--- config.mk ---
export PLATFORM = sky130hd
export DESIGN_NAME = pths_ctrl
export DESIGN_NICKNAME = d
export VERILOG_FILES = /design/src/hw/rtl/periodic_timer_heap_scheduler_core_assert.svh /design/src/hw/rtl/pths_pkg.sv /design/src/hw/rtl/pths_ctrl.sv
export SDC_FILE = /design/constraint.sdc
export NUM_CORES = 1
export LEC_CHECK = 0
export BUFFER_PORTS_ARGS = -buffer_cell sky130_fd_sc_hd__buf_2
export CORE_AREA = 8 8 45 47
export CTS_BUF_LIST = sky130_fd_sc_hd__clkbuf_16
export DETAILED_ROUTE_END_ITERATION = 16
export DIE_AREA = 0 0 53 55
export PLACE_DENSITY = 0.67
export SYNTH_ARGS = -nofsm -noshare
export SYNTH_HDL_FRONTEND = slang
export SYNTH_SLANG_ARGS = --single-unit
--- constraint.sdc ---
create_clock -name clk -period 1.3 [get_ports clk]
set_input_delay 0.195 -clock clk [delete_from_list [all_inputs] [get_ports clk]]
set_output_delay 0.195 -clock clk [all_outputs]
set_load 0.02 [all_outputs]
--- src/hw/rtl/periodic_timer_heap_scheduler_core_assert.svh ---
// Assertion macros for the periodic timer heap scheduler
`ifndef PERIODIC_TIMER_HEAP_SCHEDULER_CORE_ASSERT_SVH
`define PERIODIC_TIMER_HEAP_SCHEDULER_CORE_ASSERT_SVH

// check a condition at every clock edge out of reset
`define PTHS_ASSERT_ALWAYS(lbl, c) \
	lbl: assert property (@(posedge clk) disable iff (!arst_n) (c)) \
		else $error("pths assertion failed");

// check that an antecedent implies a consequent in the same cycle
`define PTHS_ASSERT_IMP(lbl, a, c) \
	lbl: assert property (@(posedge clk) disable iff (!arst_n) (a) |-> (c)) \
		else $error("pths assertion failed");

`endif

--- src/hw/rtl/pths_pkg.sv ---
// Package: constants, types and helpers of the periodic timer heap scheduler
`timescale 1ns / 1ps
`default_nettype none
package pths_pkg;
	localparam int TIMER_SLOTS = 32;
	localparam int SLOT_W = $clog2(TIMER_SLOTS);
	localparam int HEAP_DEPTH = 64;
	localparam int IDX_W = $clog2(HEAP_DEPTH);
	localparam int CNT_W = IDX_W + 1;
	localparam int STAMP_W = 16;
	localparam int TAG_W = STAMP_W + SLOT_W;
	localparam int TIME_W = 64;

	localparam logic [1:0] CMD_REG = 2'd0;
	localparam logic [1:0] CMD_REARM = 2'd1;
	localparam logic [1:0] CMD_REL = 2'd2;
	localparam logic [1:0] CMD_PUMP = 2'd3;

	localparam logic [2:0] ST_IDLE = 3'd0;
	localparam logic [2:0] ST_FIRED = 3'd1;
	localparam logic [2:0] ST_REGISTERED = 3'd2;
	localparam logic [2:0] ST_REARMED = 3'd3;
	localparam logic [2:0] ST_RELEASED = 3'd4;
	localparam logic [2:0] ST_NO_SLOT = 3'd5;
	localparam logic [2:0] ST_HEAP_FULL = 3'd6;
	localparam logic [2:0] ST_BAD_ID = 3'd7;

	localparam int OP_W = 4;
	localparam logic [OP_W-1:0] OP_NONE = 4'd0;
	localparam logic [OP_W-1:0] OP_DEC = 4'd1;
	localparam logic [OP_W-1:0] OP_PU_RD = 4'd2;
	localparam logic [OP_W-1:0] OP_PU_CMP = 4'd3;
	localparam logic [OP_W-1:0] OP_PU_WR = 4'd4;
	localparam logic [OP_W-1:0] OP_RT_RD = 4'd5;
	localparam logic [OP_W-1:0] OP_RT_CHK = 4'd6;
	localparam logic [OP_W-1:0] OP_PO_LD = 4'd7;
	localparam logic [OP_W-1:0] OP_PO_L = 4'd8;
	localparam logic [OP_W-1:0] OP_PO_R = 4'd9;
	localparam logic [OP_W-1:0] OP_PO_CMP = 4'd10;
	localparam logic [OP_W-1:0] OP_PO_WR = 4'd11;

	typedef struct packed {
		logic [1:0] cmd;
		logic [4:0] timer_id;
		logic [TIME_W-1:0] deadline;
		logic relative;
		logic [TIME_W-1:0] period;
		logic keep_period;
		logic kind_flag;
		logic [TIME_W-1:0] now;
	} item_t;

	typedef struct packed {
		logic [2:0] status;
		logic [4:0] timer_id_res;
		logic [TIME_W-1:0] fire_time;
		logic [TIME_W-1:0] fire_period;
		logic fire_kind;
	} res_t;

	typedef struct packed {
		logic [TIME_W-1:0] dl;
		logic [TAG_W-1:0] tag;
	} entry_t;

	typedef struct packed {
		logic [OP_W-1:0] op;
		logic load;
	} ctl_t;

	typedef struct packed {
		logic push;
		logic pump;
		logic i_zero;
		logic pu_less;
		logic not_due;
		logic l_out;
		logic m_less;
		logic repush;
		logic live;
		logic cnt_zero;
	} sts_t;

	function automatic logic [TIME_W-1:0] sat_add(input logic [TIME_W-1:0] a,
			input logic [TIME_W-1:0] b);
		logic [TIME_W:0] s;
		s = {1'b0, a} + {1'b0, b};
		return s[TIME_W] ? '1 : s[TIME_W-1:0];
	endfunction
endpackage
`default_nettype wire

--- src/hw/rtl/pths_ctrl.sv ---
// Controller: sequences command decode, heap sift-up, sift-down and pump loop
`timescale 1ns / 1ps
`default_nettype none
module pths_ctrl (
	input wire logic clk,
	input wire logic arst_n,
	input wire logic in_valid,
	output logic in_ready,
	output logic out_valid,
	input wire logic out_ready,
	input wire pths_pkg::sts_t sts,
	output pths_pkg::ctl_t ctl
);
	localparam logic [3:0] S_IDLE = 4'd0;
	localparam logic [3:0] S_DEC = 4'd1;
	localparam logic [3:0] S_PU_RD = 4'd2;
	localparam logic [3:0] S_PU_CMP = 4'd3;
	localparam logic [3:0] S_PU_WR = 4'd4;
	localparam logic [3:0] S_RT_RD = 4'd5;
	localparam logic [3:0] S_RT_CHK = 4'd6;
	localparam logic [3:0] S_PO_LD = 4'd7;
	localparam logic [3:0] S_PO_L = 4'd8;
	localparam logic [3:0] S_PO_R = 4'd9;
	localparam logic [3:0] S_PO_CMP = 4'd10;
	localparam logic [3:0] S_PO_WR = 4'd11;
	localparam logic [3:0] S_OUT = 4'd12;

	logic [3:0] state_q;
	logic [3:0] state_d;

	assign in_ready = (state_q == S_IDLE);
	assign out_valid = (state_q == S_OUT);

	always_comb begin
		state_d = state_q;
		ctl.op = pths_pkg::OP_NONE;
		ctl.load = in_ready && in_valid;
		unique case (state_q)
			S_IDLE: begin
				if (in_valid) state_d = S_DEC;
			end
			S_DEC: begin
				ctl.op = pths_pkg::OP_DEC;
				if (sts.push) state_d = S_PU_RD;
				else if (sts.pump) state_d = S_RT_CHK;
				else state_d = S_OUT;
			end
			S_PU_RD: begin
				ctl.op = pths_pkg::OP_PU_RD;
				state_d = sts.i_zero ? S_PU_WR : S_PU_CMP;
			end
			S_PU_CMP: begin
				ctl.op = pths_pkg::OP_PU_CMP;
				state_d = sts.pu_less ? S_PU_RD : S_PU_WR;
			end
			S_PU_WR: begin
				ctl.op = pths_pkg::OP_PU_WR;
				state_d = S_OUT;
			end
			S_RT_RD: begin
				ctl.op = pths_pkg::OP_RT_RD;
				state_d = S_RT_CHK;
			end
			S_RT_CHK: begin
				ctl.op = pths_pkg::OP_RT_CHK;
				state_d = sts.not_due ? S_OUT : S_PO_LD;
			end
			S_PO_LD: begin
				ctl.op = pths_pkg::OP_PO_LD;
				state_d = S_PO_L;
			end
			S_PO_L: begin
				ctl.op = pths_pkg::OP_PO_L;
				state_d = sts.l_out ? S_PO_WR : S_PO_R;
			end
			S_PO_R: begin
				ctl.op = pths_pkg::OP_PO_R;
				state_d = S_PO_CMP;
			end
			S_PO_CMP: begin
				ctl.op = pths_pkg::OP_PO_CMP;
				state_d = sts.m_less ? S_PO_L : S_PO_WR;
			end
			S_PO_WR: begin
				ctl.op = pths_pkg::OP_PO_WR;
				if (sts.repush) state_d = S_PU_RD;
				else if (sts.live || sts.cnt_zero) state_d = S_OUT;
				else state_d = S_RT_RD;
			end
			S_OUT: begin
				if (out_ready) state_d = S_IDLE;
			end
			default: state_d = S_IDLE;
		endcase
	end

	always_ff @(posedge clk or negedge arst_n) begin
		if (!arst_n) state_q <= S_IDLE;
		else state_q <= state_d;
	end
endmodule
`default_nettype wire

==> results.py <==
metrics = {
    "worst_hold_path": {
        "hold_path.class": "in2reg",
    },
    "logic_synthesis": {
        "synth.most_common_cell": "nor2_1",
        "avgSynthCellArea_um2": 8.68,
        "synth.cell_area_um2": 443,
        "synth_edf_count": 0,
        "synth_nets": 65,
        "ys.flop_type": "dfrtp_1",
        "netlist_instances": 51,
        "yosys-top-cells-area": "dfrtp_1 (23%), nor2_1 (4.2%), buf_4 (3.4%)",
        "async_flop_share": 1.00,
        "yosysSeqAreaShare": 0.226,
        "yosys_warnings": 0,
        "synth.distinct_cells": 36,
        "synth_seq_cells": 4,
        "synth_top_area_frac": 0.226,
        "synth_top_cell_by_area": "dfrtp_1",
        "synthTopCellsByCount": "nor2_1 (5), dfrtp_1 (4)",
    },
    "drt": {
        "vias": 646,
        "ant_nets": 0,
        "met3WireLength_um": 217,
        "top_layer": "met4",
        "route.detailed.wl_per_inst_um": 18.3,
        "drtPass1Iterations": 6,
        "wl_met1_um": 727,
        "first_iter_violations": 32,
        "drt_wl_total_mm": 2.05,
        "avgViaCountPerCell": 5.77,
        "drc": 0,
        "routed-wl-met2_mm": 1.02,
    },
    "grt": {
        "grt-ovfl-total": 0,
        "track_usage": 0.133,
        "grt_pass1_vias": 658,
        "grt_pass1_wl_mm": 2.85,
        "antenna_found_initial": 0,
        "grt_max_degree": 8,
    },
    "sta": {
        "rsz0062_at_grt": "yes",
        "hold_ws_ps": 265,
        "worst_slew_pin_slew_ps": 328,
        "slew-limit-headroom": 0.781,
        "finalCritPeriodShare": 1.15,
        "fin_ws_ps": -191,
        "final-setup-viol-count": 9,
        "post-route-min-period_ps": 1490,
        "finalMaxSlewViolations": 0,
        "hold_viol": 0,
        "clock_skew_ps": 7.57,
        "fmax_mhz": 671,
    },
    "clocking": {
        "cts_inserted_buffers": 3,
        "cts_max_path_buffers": 2,
        "h-tree-depth": 1,
        "numClockSinks": 4,
        "tritoncts": "done",
        "cts_root_buf": "clkbuf_16",
        "path_clk_slew_ps": 30,
        "insertion_delay_ps": 230,
    },
    "layout": {
        "syn_to_final_growth_pct": 125,
        "largest_reg_flops": 4,
        "top_register": "state_q",
        "fin_cells": 112,
        "top_regs": "state_q: 4 flops",
        "multi_input_area_um2": 360,
        "nets": 112,
        "final_layout_size_suffix_gt1_frac": 0.708,
        "fill_cells": 82,
        "seqCellArea_um2": 103,
        "antennaDiodeCount": 0,
        "final_util": 0.719,
    },
    "outcome": {
        "violations": "negative setup slack",
        "status": "finished, violations left",
    },
    "floorplanning": {
        "io_pins": 21,
        "dieArea_um2": 2920,
        "die_h_um": 55,
        "rows": 14,
        "core_region_area_um2": 1380,
        "die_w_um": 53,
        "initial_utilization": 0.320,
    },
    "power": {
        "totalPowerFinal_w": 0.00277,
        "power_leakage_nw": 0.461,
        "ir_drop_mv": 1.80,
        "p_per_area_nw_per_um2": 2780,
    },
    "setup_path": {
        "critical_path.most_common_cell": "buf_6",
        "worstSetupPathType": "reg2reg",
        "end_kind": "flip-flop",
        "cp_cell_sequence": "buf_6 > buf_6 > buf_6 > nor3_4 > a31oi_1 > a222oi_1",
        "crit_family": "flip-flops",
        "cp_slowest_cell": "dfrtp_2",
        "startpoint_type": "flip-flop",
        "crit_buf_inv": 3,
        "cp.required_ps": 1400,
        "r2r_slack_ps": -190,
        "crit_path_max_incr_delay_ps": 430,
        "critical_path_arrival_ps": 1590,
        "cp_max_fo": 5,
    },
    "placed_design": {
        "portBuffers": 20,
        "dp_cells": 90,
        "gp_congestion": 0.873,
        "place_ws_ps": -64.1,
        "place_hpwl_mm": 1.06,
    },
    "flow_run": {
        "drv_cap": 0,
    },
}
[worst reg2reg max path, delay by kind of cell, from the launching register on]
family          cells  cell delay (ps)
flops               1              430
buf+inv             3              370
compound gates      2              370
simple gates        1              190
[kinds of logic (layout without fill, tap and decap cells)]
group                  Yosys count  after routing  synth area share
AOI/OAI and AO/OA               14             14             0.223
buffers and inverters            7             52             0.121
DFF                              4              4             0.226
muxes                            1              1            0.0226
and+or+nand+nor                 25             25             0.407
[final cells by class]
class                      instances  area share
timing repair buffer              47       0.424
multi-input combinational         40       0.362
sequential                         4       0.103
clock buffer                       3      0.0755
tap                               16      0.0201
inverter                           2      0.0151
[report_power, final]
part	switching (W)	internal [W]	leakage, nW
combinational	0.000903	0.00112	0.377
sequential	0.0000682	0.000191	0.0468
clock	0.0000938	0.000394	0.0370
[cells in the final DEF (no fill, tap or decap), types with 2 or more instances in the layout]
cell       synthesis  routed
nor3_4             0       2
and2_4             0       3
a31oi_1            2       2
o211ai_1           2       2
a21oi_1            2       2
nor2_1             5       3
buf_4              2      11
dfrtp_1            4       2
buf_6              1      19
buf_2              1      13
nand4_1            2       2
clkbuf_16          0       3
dfrtp_2            0       2
nor3b_2            1       2
buf_8              1       2
[routing by layer]
metal | track usage | vias to the layer above
li1 | - | 288
met1 | 0.133 | 303
met2 | 0.225 | 45
met3 | 0.0642 | 10
met4 | 0.0776 | 0
met5 | 0 | -
[through the flow]
step	cell area [um^2]	setup TNS [ps]
after floorplan	458	-93.8
after global placement	592	-25.4
after detailed placement	592	-104
after CTS	886	-733
after global routing	995	-1340
final	995	-953
[timing repair]
action / CTS / global route
gates resized for setup: 29 / 21
setup endpoints to repair: 9 / 11
setup buffers: 14 / 4
hold endpoints to repair: 4 / 0
hold buffers: 1 / 0
pin swaps: 9 / 6
[final timing paths]
kind / start / endpoint / cells past startpoint
hold reg to reg: state_q[3] / state_q[1] / 3
min in group asynchronous: arst_n / state_q[1] / 2
setup reg to reg: state_q[1] / state_q[0] / 6
hold / removal: in_valid / state_q[0] / 3
max in group asynchronous: arst_n / state_q[0] / 2
setup / recovery: state_q[1] / state_q[0] / 6
Power figures use the tool's default switching activity.
